### src/sv/multi_waveform_tone_oscillator_assert.svh
// ----------------------------------------------------------------------------
// Assertion macros for the multi-waveform tone oscillator
// Immediate-implication and next-cycle-implication checks. Defining
// NO_ASSERTIONS removes every check.
// ----------------------------------------------------------------------------
`ifndef MULTI_WAVEFORM_TONE_OSCILLATOR_ASSERT_SVH
`define MULTI_WAVEFORM_TONE_OSCILLATOR_ASSERT_SVH

`ifndef NO_ASSERTIONS

// The consequent must hold in the same cycle as the antecedent.
`define MWTO_ASSERT_SAME(label, clk, rst, ante, cons) \
  label: assert property (@(posedge clk) disable iff (rst) (ante) |-> (cons)) \
    else $error("mwto: same-cycle check failed");

// The consequent must hold in the cycle after the antecedent.
`define MWTO_ASSERT_NEXT(label, clk, rst, ante, cons) \
  label: assert property (@(posedge clk) disable iff (rst) (ante) |=> (cons)) \
    else $error("mwto: next-cycle check failed");

`else

`define MWTO_ASSERT_SAME(label, clk, rst, ante, cons)
`define MWTO_ASSERT_NEXT(label, clk, rst, ante, cons)

`endif

`endif

### src/sv/mwto_pkg.sv
// ----------------------------------------------------------------------------
// mwto_pkg
// Shared widths, codes, stage types and the quarter-sine table generator.
// ----------------------------------------------------------------------------
package mwto_pkg;

  // Default values of the top-level parameters.
  localparam int PHASE_BITS_DEF      = 32;
  localparam int TABLE_ADDR_BITS_DEF = 8;
  localparam int SAMPLE_BITS_DEF     = 16;
  localparam int COUNT_BITS_DEF      = 24;

  // Fixed register and field widths.
  localparam int STEP_W      = 32;
  localparam int AMP_W       = 15;
  localparam int NOTE_W      = 24;
  localparam int CFG_DATA_W  = 32;
  localparam int CFG_INDEX_W = 2;
  localparam int SINE_W      = 15;
  localparam int WAVE_W      = 16;
  localparam int PROD_W      = 31;

  // Configuration register indexes.
  typedef enum logic [CFG_INDEX_W-1:0] {
    REG_PHASE_STEP  = 2'd0,
    REG_AMPLITUDE   = 2'd1,
    REG_WAVEFORM    = 2'd2,
    REG_NOTE_FRAMES = 2'd3
  } cfg_index_t;

  // Waveform codes.
  typedef enum logic [1:0] {
    WAVE_SINE     = 2'd0,
    WAVE_SQUARE   = 2'd1,
    WAVE_SAW      = 2'd2,
    WAVE_TRIANGLE = 2'd3
  } wave_t;

  // Phase stage to shaper: one sample whose table read is in flight.
  typedef struct packed {
    logic              valid;
    logic [1:0]        quad;
    logic [WAVE_W-1:0] p16;
    logic              last;
  } mwto_tap_t;

  // Fixed-point constants of the table generator.
  localparam logic [63:0] HALF_PI_Q30 = 64'd1686629713;
  localparam logic [63:0] Q30_ONE     = 64'd1 << 30;

  // One step of the Taylor product: t = 1 - x2 * t / d, floored at zero.
  function automatic logic [63:0] taylor_keep(input logic [63:0] term);
    taylor_keep = (term >= Q30_ONE) ? 64'd0 : Q30_ONE - term;
  endfunction

  // Entry idx of the quarter-wave table, sampled at bin centers in Q30.
  function automatic logic [SINE_W-1:0] sine_entry(input int unsigned idx,
                                                   input int unsigned addr_bits);
    logic [63:0] x;
    logic [63:0] x2;
    logic [63:0] t;
    logic [63:0] s;
    logic [63:0] e;
    x  = (HALF_PI_Q30 * (64'(idx) * 64'd2 + 64'd1)) >> (addr_bits + 1);
    x2 = (x * x) >> 30;
    t  = Q30_ONE;
    t  = taylor_keep(((x2 * t) >> 30) / 64'd156);
    t  = taylor_keep(((x2 * t) >> 30) / 64'd110);
    t  = taylor_keep(((x2 * t) >> 30) / 64'd72);
    t  = taylor_keep(((x2 * t) >> 30) / 64'd42);
    t  = taylor_keep(((x2 * t) >> 30) / 64'd20);
    t  = taylor_keep(((x2 * t) >> 30) / 64'd6);
    s  = (x * t) >> 30;
    e  = (s * 64'd32767 + (64'd1 << 29)) >> 30;
    sine_entry = (e > 64'd32767) ? 15'h7fff : e[SINE_W-1:0];
  endfunction

endpackage

### src/sv/mwto_ram.sv
// ----------------------------------------------------------------------------
// mwto_ram
// Generic single-write, single-read RAM with a registered read port.
// ----------------------------------------------------------------------------
module mwto_ram #(
  parameter int WIDTH = 16,
  parameter int DEPTH = 256
) (
  input  logic                     clk,
  input  logic                     we,
  input  logic [$clog2(DEPTH)-1:0] waddr,
  input  logic [WIDTH-1:0]         wdata,
  input  logic                     re,
  input  logic [$clog2(DEPTH)-1:0] raddr,
  output logic [WIDTH-1:0]         rdata
);

  logic [WIDTH-1:0] mem [DEPTH];

  // Write port.
  always_ff @(posedge clk) begin
    if (we) begin
      mem[waddr] <= wdata;
    end
  end

  // Read data holds until the next read.
  always_ff @(posedge clk) begin
    if (re) begin
      rdata <= mem[raddr];
    end
  end

endmodule

### src/sv/mwto_phase.sv
// ----------------------------------------------------------------------------
// mwto_phase
// Phase accumulator, frame counter, table read issue and table fill sweep.
// ----------------------------------------------------------------------------
`include "multi_waveform_tone_oscillator_assert.svh"

module mwto_phase
  import mwto_pkg::*;
#(
  parameter int PHASE_BITS      = PHASE_BITS_DEF,
  parameter int TABLE_ADDR_BITS = TABLE_ADDR_BITS_DEF,
  parameter int COUNT_BITS      = COUNT_BITS_DEF
) (
  input  logic                       clk,
  input  logic                       rst,
  input  logic                       in_valid,
  output logic                       in_ready,
  input  logic                       start_req,
  input  logic [STEP_W-1:0]          phase_step,
  input  logic [NOTE_W-1:0]          note_frames,
  input  logic                       st2_ready,
  output mwto_tap_t                  tap,
  output logic                       ram_we,
  output logic [TABLE_ADDR_BITS-1:0] ram_waddr,
  output logic [SINE_W-1:0]          ram_wdata,
  output logic                       ram_re,
  output logic [TABLE_ADDR_BITS-1:0] ram_raddr
);

  localparam int TBL_N = 1 << TABLE_ADDR_BITS;

  logic [PHASE_BITS-1:0]      phase_acc;
  logic [COUNT_BITS-1:0]      frames_left;
  logic [PHASE_BITS-1:0]      phase_eff;
  logic [COUNT_BITS-1:0]      frames_eff;
  logic [PHASE_BITS-1:0]      step_ext;
  logic                       produce;
  logic                       accept;
  logic                       s1_free;
  logic                       fill_done;
  logic [TABLE_ADDR_BITS-1:0] fill_addr;
  logic [TABLE_ADDR_BITS-1:0] idx_raw;
  logic                       tap_valid;
  logic [1:0]                 tap_quad;
  logic [WAVE_W-1:0]          tap_p16;
  logic                       tap_last;
  logic [SINE_W-1:0]          rom_word [TBL_N];

  // Quarter-sine contents, fixed at elaboration.
  for (genvar gi = 0; gi < TBL_N; gi++) begin : g_rom
    assign rom_word[gi] = sine_entry(gi, TABLE_ADDR_BITS);
  end

  // Handshake: the tap register must be free and the table filled.
  assign s1_free  = !tap_valid || st2_ready;
  assign in_ready = fill_done && s1_free;
  assign accept   = in_valid && in_ready;

  // A start restarts phase and frame count before this tick's sample.
  assign step_ext   = PHASE_BITS'(phase_step);
  assign phase_eff  = start_req ? '0 : phase_acc;
  assign frames_eff = start_req ? COUNT_BITS'(note_frames) : frames_left;
  assign produce    = (frames_eff != '0);

  // Table address: odd quadrants read the mirrored index.
  assign idx_raw   = phase_eff[PHASE_BITS-3 -: TABLE_ADDR_BITS];
  assign ram_raddr = phase_eff[PHASE_BITS-2] ? ~idx_raw : idx_raw;
  assign ram_re    = accept && produce;

  // Fill sweep writes one table entry per cycle after reset.
  assign ram_we    = !fill_done;
  assign ram_waddr = fill_addr;
  assign ram_wdata = rom_word[fill_addr];

  always_ff @(posedge clk) begin
    if (rst) begin
      fill_done <= 1'b0;
      fill_addr <= '0;
    end else if (!fill_done) begin
      fill_addr <= fill_addr + 1'b1;
      if (fill_addr == TABLE_ADDR_BITS'(TBL_N - 1)) begin
        fill_done <= 1'b1;
      end
    end
  end

  // Phase accumulator and frame counter advance on each accepted tick that produces a sample.
  always_ff @(posedge clk) begin
    if (rst) begin
      phase_acc   <= '0;
      frames_left <= '0;
    end else if (accept) begin
      if (produce) begin
        phase_acc   <= phase_eff + step_ext;
        frames_left <= frames_eff - 1'b1;
      end else begin
        phase_acc   <= phase_eff;
        frames_left <= frames_eff;
      end
    end
  end

  // Tap register travels alongside the table read.
  always_ff @(posedge clk) begin
    if (rst) begin
      tap_valid <= 1'b0;
    end else if (s1_free) begin
      tap_valid <= accept && produce;
    end
  end

  always_ff @(posedge clk) begin
    if (accept && produce) begin
      tap_quad <= phase_eff[PHASE_BITS-1 -: 2];
      tap_p16  <= phase_eff[PHASE_BITS-1 -: WAVE_W];
      tap_last <= (frames_eff == COUNT_BITS'(1));
    end
  end

  assign tap.valid = tap_valid;
  assign tap.quad  = tap_quad;
  assign tap.p16   = tap_p16;
  assign tap.last  = tap_last;

  // Checks.
  `MWTO_ASSERT_SAME(a_no_read_during_fill, clk, rst, !fill_done, !in_ready && !ram_re)
  `MWTO_ASSERT_NEXT(a_frames_count_down, clk, rst, accept && !start_req && frames_left != '0, frames_left == $past(frames_left) - COUNT_BITS'(1))
  `MWTO_ASSERT_NEXT(a_phase_advance, clk, rst, accept && !start_req && frames_left != '0, phase_acc == $past(phase_acc) + $past(step_ext))
  `MWTO_ASSERT_NEXT(a_tap_follows_read, clk, rst, ram_re, tap_valid)

endmodule

### src/sv/mwto_shaper.sv
// ----------------------------------------------------------------------------
// mwto_shaper
// Waveform select, amplitude multiply, rounding and the output register.
// ----------------------------------------------------------------------------
module mwto_shaper
  import mwto_pkg::*;
#(
  parameter int SAMPLE_BITS = SAMPLE_BITS_DEF
) (
  input  logic                          clk,
  input  logic                          rst,
  input  mwto_tap_t                     tap,
  input  logic [SINE_W-1:0]             rd_data,
  input  logic [AMP_W-1:0]              amplitude,
  input  wave_t                         waveform_select,
  output logic                          st2_ready,
  output logic                          out_valid,
  input  logic                          out_ready,
  output logic signed [SAMPLE_BITS-1:0] sample,
  output logic                          last
);

  localparam int SH = PROD_W - SAMPLE_BITS;
  localparam logic signed [31:0] RND    = 32'sd1 <<< (SH - 1);
  localparam logic signed [31:0] SMP_HI = (32'sd1 <<< (SAMPLE_BITS - 1)) - 32'sd1;
  localparam logic signed [31:0] SMP_LO = -(32'sd1 <<< (SAMPLE_BITS - 1));

  logic                     out_adv;
  logic                     v2;
  logic signed [PROD_W-1:0] prod;
  logic                     last2;
  logic signed [WAVE_W-1:0] p16;
  logic signed [WAVE_W-1:0] sine_val;
  logic signed [16:0]       mag;
  logic signed [17:0]       tri_val;
  logic signed [WAVE_W-1:0] wave;
  logic signed [31:0]       prod_full;
  logic signed [31:0]       rounded;
  logic signed [31:0]       clamped;

  assign out_adv   = !out_valid || out_ready;
  assign st2_ready = !v2 || out_adv;

  // Waveform value in Q1.15.
  assign p16      = $signed(tap.p16);
  assign sine_val = tap.quad[1] ? -$signed({1'b0, rd_data}) : $signed({1'b0, rd_data});
  assign mag      = p16[WAVE_W-1] ? -(17'(p16)) : 17'(p16);
  assign tri_val  = $signed({mag, 1'b0}) - 18'sd32768;

  always_comb begin
    case (waveform_select)
      WAVE_SINE:     wave = sine_val;
      WAVE_SQUARE:   wave = p16[WAVE_W-1] ? 16'sh8000 : 16'sh7fff;
      WAVE_SAW:      wave = p16;
      WAVE_TRIANGLE: wave = (tri_val > 18'sd32767) ? 16'sh7fff : tri_val[WAVE_W-1:0];
      default:       wave = p16;
    endcase
  end

  // Q1.15 times Q0.15 gives Q1.30.
  assign prod_full = 32'(wave) * 32'($signed({1'b0, amplitude}));

  // Half-up rounding to the sample width, then clamp.
  assign rounded = (32'(prod) + RND) >>> SH;
  always_comb begin
    if (rounded > SMP_HI) begin
      clamped = SMP_HI;
    end else if (rounded < SMP_LO) begin
      clamped = SMP_LO;
    end else begin
      clamped = rounded;
    end
  end

  // Stage valid flags.
  always_ff @(posedge clk) begin
    if (rst) begin
      v2        <= 1'b0;
      out_valid <= 1'b0;
    end else begin
      if (st2_ready) begin
        v2 <= tap.valid;
      end
      if (out_adv) begin
        out_valid <= v2;
      end
    end
  end

  // Product stage and output register payloads.
  always_ff @(posedge clk) begin
    if (st2_ready && tap.valid) begin
      prod  <= $signed(prod_full[PROD_W-1:0]);
      last2 <= tap.last;
    end
    if (out_adv && v2) begin
      sample <= clamped[SAMPLE_BITS-1:0];
      last   <= last2;
    end
  end

endmodule

### src/sv/multi_waveform_tone_oscillator.sv
// ----------------------------------------------------------------------------
// multi_waveform_tone_oscillator
// Phase-accumulator tone generator with sine, square, saw and triangle output.
// ----------------------------------------------------------------------------
// Each accepted tick transaction yields one signed sample while the note lasts,
// the last one flagged, and nothing afterward until a tick with start_req set
// restarts the note at phase zero. The block takes one tick per cycle while
// in_ready is high; a sample passes through the table RAM read, the multiply
// stage and the output register. After reset the quarter-sine RAM is filled
// one entry per cycle, 2^TABLE_ADDR_BITS entries (256 by default), and in_ready
// stays low until the fill is done; configuration writes are taken throughout.
// ----------------------------------------------------------------------------
module multi_waveform_tone_oscillator
  import mwto_pkg::*;
#(
  parameter int PHASE_BITS      = PHASE_BITS_DEF,
  parameter int TABLE_ADDR_BITS = TABLE_ADDR_BITS_DEF,
  parameter int SAMPLE_BITS     = SAMPLE_BITS_DEF,
  parameter int COUNT_BITS      = COUNT_BITS_DEF
) (
  input  logic                          clk,
  input  logic                          rst,
  input  logic                          cfg_wr_en,
  input  logic [CFG_INDEX_W-1:0]        cfg_index,
  input  logic [CFG_DATA_W-1:0]         cfg_data,
  input  logic                          in_valid,
  output logic                          in_ready,
  input  logic                          start_req,
  output logic                          out_valid,
  input  logic                          out_ready,
  output logic signed [SAMPLE_BITS-1:0] sample,
  output logic                          last
);

  logic [STEP_W-1:0]          phase_step;
  logic [AMP_W-1:0]           amplitude;
  wave_t                      waveform_select;
  logic [NOTE_W-1:0]          note_frames;
  logic                       st2_ready;
  mwto_tap_t                  tap;
  logic                       ram_we;
  logic [TABLE_ADDR_BITS-1:0] ram_waddr;
  logic [SINE_W-1:0]          ram_wdata;
  logic                       ram_re;
  logic [TABLE_ADDR_BITS-1:0] ram_raddr;
  logic [SINE_W-1:0]          ram_rdata;

  // Configuration registers.
  always_ff @(posedge clk) begin
    if (rst) begin
      phase_step      <= '0;
      amplitude       <= '0;
      waveform_select <= WAVE_SINE;
      note_frames     <= '0;
    end else if (cfg_wr_en) begin
      case (cfg_index_t'(cfg_index))
        REG_PHASE_STEP:  phase_step      <= cfg_data[STEP_W-1:0];
        REG_AMPLITUDE:   amplitude       <= cfg_data[AMP_W-1:0];
        REG_WAVEFORM:    waveform_select <= wave_t'(cfg_data[1:0]);
        REG_NOTE_FRAMES: note_frames     <= cfg_data[NOTE_W-1:0];
        default:         phase_step      <= phase_step;
      endcase
    end
  end

  // Phase and frame bookkeeping, table read issue.
  mwto_phase #(
    .PHASE_BITS      (PHASE_BITS),
    .TABLE_ADDR_BITS (TABLE_ADDR_BITS),
    .COUNT_BITS      (COUNT_BITS)
  ) u_phase (
    .clk         (clk),
    .rst         (rst),
    .in_valid    (in_valid),
    .in_ready    (in_ready),
    .start_req   (start_req),
    .phase_step  (phase_step),
    .note_frames (note_frames),
    .st2_ready   (st2_ready),
    .tap         (tap),
    .ram_we      (ram_we),
    .ram_waddr   (ram_waddr),
    .ram_wdata   (ram_wdata),
    .ram_re      (ram_re),
    .ram_raddr   (ram_raddr)
  );

  // Quarter-sine table.
  mwto_ram #(
    .WIDTH (SINE_W),
    .DEPTH (1 << TABLE_ADDR_BITS)
  ) u_sine_ram (
    .clk   (clk),
    .we    (ram_we),
    .waddr (ram_waddr),
    .wdata (ram_wdata),
    .re    (ram_re),
    .raddr (ram_raddr),
    .rdata (ram_rdata)
  );

  // Waveform shaping, scaling and output register.
  mwto_shaper #(
    .SAMPLE_BITS (SAMPLE_BITS)
  ) u_shaper (
    .clk             (clk),
    .rst             (rst),
    .tap             (tap),
    .rd_data         (ram_rdata),
    .amplitude       (amplitude),
    .waveform_select (waveform_select),
    .st2_ready       (st2_ready),
    .out_valid       (out_valid),
    .out_ready       (out_ready),
    .sample          (sample),
    .last            (last)
  );

endmodule

### config.mk
export PLATFORM = sky130hd
export DESIGN_NAME = multi_waveform_tone_oscillator
export DESIGN_NICKNAME = d
export VERILOG_FILES = /design/src/sv/mwto_pkg.sv /design/src/sv/mwto_ram.sv /design/src/sv/mwto_phase.sv /design/src/sv/mwto_shaper.sv /design/src/sv/multi_waveform_tone_oscillator.sv
export VERILOG_INCLUDE_DIRS = /design/src /design/src/sv
export SDC_FILE = /design/constraint.sdc
export NUM_CORES = 2
export LEC_CHECK = 0
export ABC_AREA = 1
export BUFFER_PORTS_ARGS = -buffer_cell sky130_fd_sc_hd__buf_2
export CAP_MARGIN = 10
export CORE_AREA = 2 2 685 687
export DETAILED_ROUTE_END_ITERATION = 10
export DIE_AREA = 0 0 687 689
export GPL_ROUTABILITY_DRIVEN = 0
export PLACE_DENSITY_LB_ADDON = 0.2
export REMOVE_ABC_BUFFERS = 1
export SLEW_MARGIN = 20
export SYNTH_ARGS = -nofsm -noshare
export SYNTH_HDL_FRONTEND = slang
export SYNTH_SLANG_ARGS = --single-unit
### constraint.sdc
create_clock -name clk -period 19.7 [get_ports clk]
set_input_delay 1.97 -clock clk [delete_from_list [all_inputs] [get_ports clk]]
set_output_delay 1.97 -clock clk [all_outputs]
set_load 0.05 [all_outputs]
# Word level (Yosys, flattened, before mapping)
# Memory sizes are Yosys's and may differ from the RTL's. A register that Yosys moved wholly into a read port is not among the register bits.
# Cells that the tools add are included.
[word_totals]
regBits = 209
latchBits = 0
ramBits = 3840
mem_bits_ro = 3840
in_bits = 40
wordCells = 76
memories = 2
[op_classes]
addsub = 7
multipliers = 1
n_div = 0
order_cmp = 4
eq_ne = 8
n_shift = 0
mux = 16
bitwise = 2
n_reduce_logical = 18
[memory_table]
columns = ["name", "words", "width", "rd", "rd_clocked_by_memory_dff", "wr", "line_no", "rtl"]
rows = [
  ["(no name shown)", 256, 15, 1, 0, 0, "mwto_phase.sv:73", "assign ram_wdata = rom_word[fill_addr];"],
  ["u_sine_ram.mem", 256, 15, 1, 1, 1, "mwto_ram.sv:18", "logic [WIDTH-1:0] mem [DEPTH];"],
]
[ops]
columns = ["cell", "n"]
rows = [
  ["$mux 16", 4],
  ["$mux 32", 2],
  ["$pmux 16 s4", 1],
  ["$mux 24", 2],
  ["$add 31x16->32 const B", 1],
  ["$add 32x32->32", 1],
  ["$mul 16x16->31", 1],
  ["$mux 15", 2],
  ["$eq 24x1->1 const B", 1],
  ["$reduce_bool 24->1", 1],
  ["$sub 24x1->24 const B", 1],
  ["$gt 18x16->1 const B", 1],
  ["$sub 18x17->18 const B", 1],
  ["$gt 17x16->1 const B", 1],
  ["$lt 17x16->1 const B", 1],
  ["$mux 17", 1],
  ["$neg 16->17", 1],
  ["$neg 15->16", 1],
  ["$ge 9x9->1 const B", 1],
  ["$not 8->9", 1],
  ["$add 8x1->8 const B", 1],
  ["$eq 2x2->1 const B", 4],
  ["$eq 8x8->1 const B", 1],
  ["$mux 8", 1],
  ["8 further kinds", 23],
]

# Logic depth before layout (Yosys ltp)
[depth]
depth_word = 7
ltp_mapped = 40
ltp_nobuf = 38

# Hierarchy
# A second synthesis with hierarchy kept.
[hier_totals]
hier_cells = 16612
area_unflattened_um2 = 181089.9
[by_module_without_submodules]
columns = ["mod", "n_inst", "cells_each", "area_per_inst_um2", "seq_area_each_um2"]
rows = [
  ["mwto_ram", 1, 12792, 155725.6, 115761.0],
  ["mwto_shaper", 1, 1492, 12001.5, 1091.0],
  ["mwto_phase", 1, 1855, 10268.6, 1831.8],
  ["multi_waveform_tone_oscillator", 1, 473, 3094.2, 1461.4],
]

# Worst setup path before layout
# OpenSTA, ideal clock, no wires.
[synth_path]
kind = "reg-to-reg"
start = "register u_phase.fill_addr[0], in the netlist u_phase.ram_waddr[0]"
end = "memory u_sine_ram.mem[0][8] in the netlist's numbering, data pin"
t_arrival_ps = 9172
required_time_ps = 18071
setup_slack_ps = 8899
stages_incl_launch_ff = 11
synth_period_minus_slack_ps = 10801
path_cell_list = "dfxtp_1 -> clkbuf_1 -> inv_1 -> ha_1 -> nor2_1 -> inv_1 -> nor2_1 -> nor3_1 -> o21ai_0 -> a221oi_1 -> o221ai_1"
[synth_between]
elab_chain_cells = 4
[synth_lines]
columns = ["item", "line_no", "rtl"]
rows = [
  ["start: declaration", "mwto_phase.sv:41", "logic [TABLE_ADDR_BITS-1:0] fill_addr;"],
  ["start signal: assignment", "mwto_phase.sv:80", "fill_addr <= fill_addr + 1'b1;"],
  ["$not 8->9 (implied by the code)", "mwto_phase.sv:73", ""],
  ["$mem_v2 256x15", "n/a", ""],
  ["$mux 15 (implied by the code) (2 in series)", "mwto_phase.sv:73", ""],
  ["named net ram_wdata[8]", "multi_waveform_tone_oscillator.sv:43", "logic [SINE_W-1:0] ram_wdata;"],
  ["end: declaration", "mwto_ram.sv:18", ""],
]
# The timed path passes the listed nets, and every way through them passes these cells. The select of a mux whose other input is x is not followed.

# Worst setup path in the final report
[layout_path]
start = "register u_phase.tap_p16[2]"
end = "register u_shaper.prod[25], data pin"
[layout_between]
elab_chain_cells = 7
[layout_lines]
columns = ["item", "line_no", "rtl"]
rows = [
  ["start: declaration", "mwto_phase.sv:45", "logic [WAVE_W-1:0] tap_p16;"],
  ["start signal: assignment", "mwto_phase.sv:115", "tap_p16 <= phase_eff[PHASE_BITS-1 -: WAVE_W];"],
  ["$neg 16->17", "mwto_shaper.sv:47", "assign mag = p16[WAVE_W-1] ? -(17'(p16)) : 17'(p16);"],
  ["$mux 17", "mwto_shaper.sv:47", ""],
  ["$sub 18x17->18", "mwto_shaper.sv:48", "assign tri_val = $signed({mag, 1'b0}) - 18'sd32768;"],
  ["$gt 18x16->1", "mwto_shaper.sv:55", "WAVE_TRIANGLE: wave = (tri_val > 18'sd32767) ? 16'sh7fff : tri_val[WAVE_W-1:0];"],
  ["$mux 16", "mwto_shaper.sv:55", ""],
  ["$pmux 16 s4 (*)", "mwto_shaper.sv:51", "case (waveform_select)"],
  ["$mul 16x16->31 (*)", "mwto_shaper.sv:61", "assign prod_full = 32'(wave) * 32'($signed({1'b0, amplitude}));"],
  ["named net u_shaper.prod_full[25]", "mwto_shaper.sv:37", "logic signed [31:0] prod_full;"],
  ["end signal: assignment", "mwto_shaper.sv:93", "prod <= $signed(prod_full[PROD_W-1:0]);"],
  ["end: declaration", "mwto_shaper.sv:30", "logic signed [PROD_W-1:0] prod;"],
]
# The timed path passes the listed nets; every way through them passes the cells marked *.
# A chain may end at the register's enable or synchronous reset.

==> flow_metrics.tcl <==
set metrics [dict create \
    num_io_pins 59 \
    hold_viol 0 \
    setup.worst_path.end_class "register" \
    io_buffers 58 \
    clock_latency_ns 1.03 \
    clockBufferDepth 4 \
    regArea_um2 120100 \
    grtUsageTotal_pct 22.21 \
    slew_headroom_pct 13.64 \
    cp_slowest_cell "a21oi_1" \
    period_share_pct 45.21 \
    drc_errors 0 \
    avgViaCountPerCell 5.654 \
    synthDistinctLibCells 61 \
    ctsHtreeMaxLevel 5 \
    grt_pass1_vias 110140 \
    cp.depth 32 \
    ys_seq_area_share_pct 68.06 \
    r2r-end "u_shaper.prod[25]" \
    syn_area_um2 176500 \
    fin_nets 14433 \
    fillers 43123 \
    clk_pin_slew_worst_paths_ns 0.06 \
    cap_violations 0 \
    ctsHoldBuffers 0 \
    antenna_found_initial 12 \
    min_path_type "register to register" \
    critical_path.top_delay_family "adder cells" \
    area_delta_synth_final_pct 12.07 \
    grt_start_max_net_pins 196 \
    post_dp_cell_area_um2 184200 \
    slowest_delay_ns 0.69 \
    dp_hpwl_mm 310.3 \
    vias 116305 \
    worst-endpoint-arrival_ns 9.65 \
    synth_top_cell_by_area "edfxtp_1" \
    firstDrtPassIters 10 \
    async_reset_ff_share_pct 0 \
    power_leakage_uw 0.06344 \
    rsz0062_at_grt "false" \
    fmax_ghz 0.1123 \
    crit_required_ns 20.45 \
    synth_area_leaders "edfxtp_1 (66%), o21ai_0 (5.5%), nor2_1 (4.0%), o221ai_1 (3.0%), fa_1 (2.7%)" \
    p_per_area_nw_per_um2 95.18 \
    max_slew.worst_pin.slew_ns 1.295 \
    fin_crit_ns 8.907 \
    synth_top_area_share_pct 66.46 \
    synth-edff-count 3907 \
    cts_resized 0 \
    grt_overflow 0 \
    dieArea_um2 473300 \
    crit_top_cell "nand2_1" \
    grt_pass1_wl_mm 784.2 \
    root_buffer "clkbuf_16" \
    path_max_fanout 12 \
    route.antenna.remaining_nets 0 \
    rrSetupSlack_ns 10.79 \
    r2r-start "u_phase.tap_p16[2]" \
    p_total_uw 18830 \
    final_area_um2 197800 \
    maxSlewViolCount 0 \
    fp.coreArea_um2 466100 \
    cp-start-kind "register" \
    cp-startpoint "u_phase.tap_p16[2]" \
    finalSetupViolCount 0 \
    rows 251 \
    yosysWarnings 0 \
    cts_tree "yes" \
    post_route_cells_drive_above_1_share_pct 13.50 \
    ir_drop_v 0.00008464 \
    routedWlPerCell_um 26.36 \
    drt_iter0_drc 13538 \
    critical_path_buf_inv_count 6 \
    syn_inst 14109 \
    routed_wl_mm 542.2 \
    cp-endpoint "u_shaper.prod[25]" \
    synth-seq-cells 4048 \
    post_cts_buffers 0 \
    fin_skew_ns 0.08745 \
    run_status "complete, no violations" \
    clock-sinks 4048 \
    postSynthAreaPerCell_um2 12.51 \
    path_class "register to register" \
    numCtsBuffers 424 \
    chipWidth_um 687 \
    r2r_cells 32 \
    ys.flop_type "edfxtp_1" \
    die_y_um 689 \
    multiInputGateArea_um2 50210 \
    start_util_pct 37.88 \
]
cell usage in the layout (no fill, tap or decap), types with 251 or more instances in the layout:
cell type,instances
buf_4,406
nor2_1,1837
o21ai_0,1955
nand2_1,605
inv_1,592
nand3_1,895
clkbuf_16,429
o221ai_1,594
or2_2,751
edfxtp_1,3907
a21oi_1,251
cell type report:
cell class	count	area share (%)
well taps	6198	3.920
diodes	4	0.005059
inverters	621	1.193
flip-flops and latches	4048	60.73
repair buffers	482	1.869
multi-input cells	8440	25.38
clock inverters	248	1.256
clock buffers	529	5.649
metal layers:
layer  vias to the layer above  global-route usage [%]  share of wire, %
li1                      52148                       -                 -
met1                     58904                   31.30                43
met2                      4340                   35.27                46
met3                       911                   3.464               6.8
met4                         2                   7.174               3.6
met5                         -                       0            0.0022
sequential cells by signal, summed over array words and instances (netlist names):
name,cells
u_shaper.prod,17
phase_step,32
u_phase.ram_waddr,8
note_frames,24
u_shaper.last2,1
amplitude,15
u_phase.fill_done,1
u_shaper.out_valid,1
u_phase.frames_left,24
u_phase.tap_last,1
waveform_select,2
u_shaper.sample,16
u_sine_ram.rdata,15
u_phase.phase_acc,32
u_sine_ram.mem,3840
u_phase.tap_p16,16
u_shaper.v2,1
u_shaper.last,1
u_phase.tap_valid,1
cells by family (layout without fill, tap and decap cells):
logic type / after synthesis / after routing / synth area share (%)
simple gates: 4244 / 4244 / 10.84
flops: 4048 / 4048 / 68.06
compound gates: 3749 / 3749 / 13.32
buf+inv: 1621 / 1880 / 3.746
fa+ha+maj: 376 / 376 / 3.690
xor+xnor: 71 / 71 / 0.3522
other cells: 0 / 4 / 0
Yosys cell counts, drive strengths merged, types with 2 or more instances:
master	count
a21boi	4
edfxtp	3907
a21o	4
buf	346
nand3b	6
a221oi	13
fa	241
or2	752
nor3	45
o311ai	228
inv	607
a21oi	252
nand3	898
nor2	1886
a211oi	7
o21bai	229
dfxtp	141
o21a	18
xor2	46
o211ai	226
o41ai	3
a2111oi	5
xnor2	25
nand2	623
nand4	18
o2111ai	12
o221ai	598
o21ai	1974
nor4	11
a41oi	4
a31oi	27
ha	135
o22ai	121
clkbuf	654
a32oi	4
o31ai	14
and3	2
clkinv	14
worst min path at each step:
stage	cells past startpoint	from	to
after detailed placement	0	u_phase.tap_last	u_shaper.last2
final	0	u_phase.tap_last	u_shaper.last2
after floorplan	0	u_shaper.last2	u_shaper.last
after global placement	0	u_phase.tap_last	u_shaper.last2
after global routing	0	u_phase.tap_last	u_shaper.last2
after CTS	0	u_phase.tap_last	u_shaper.last2
stage by stage:
| step | hold WS, ns | util (%) | cells | setup TNS, ns | worst slack [ns] |
|---|---|---|---|---|---|
| 6_report | 0.4431 | 42.45 | 20570 | 0 | 10.79 |
| 5_1_grt | 0.4509 | 42.45 | 20567 | 0 | 10.02 |
| 4_1_cts | 0.4394 | 42.45 | 20566 | 0 | 10.79 |
| 3_5_place_dp | 0.4247 | 39.52 | 19789 | 0 | 10.82 |
| 3_3_place_gp | 0.4007 | 39.51 | 19788 | 0 | 10.95 |
| 2_1_floorplan | 0.4003 | - | 13109 | -1223.88 | -81.72 |
where the power goes:
group / internal [uW] / switching [uW]
sequential: 9610 / 13.7
combinational: 309 / 915
clock: 4550 / 3430
total: 14500 / 4360
Power figures use the tool's default switching activity.
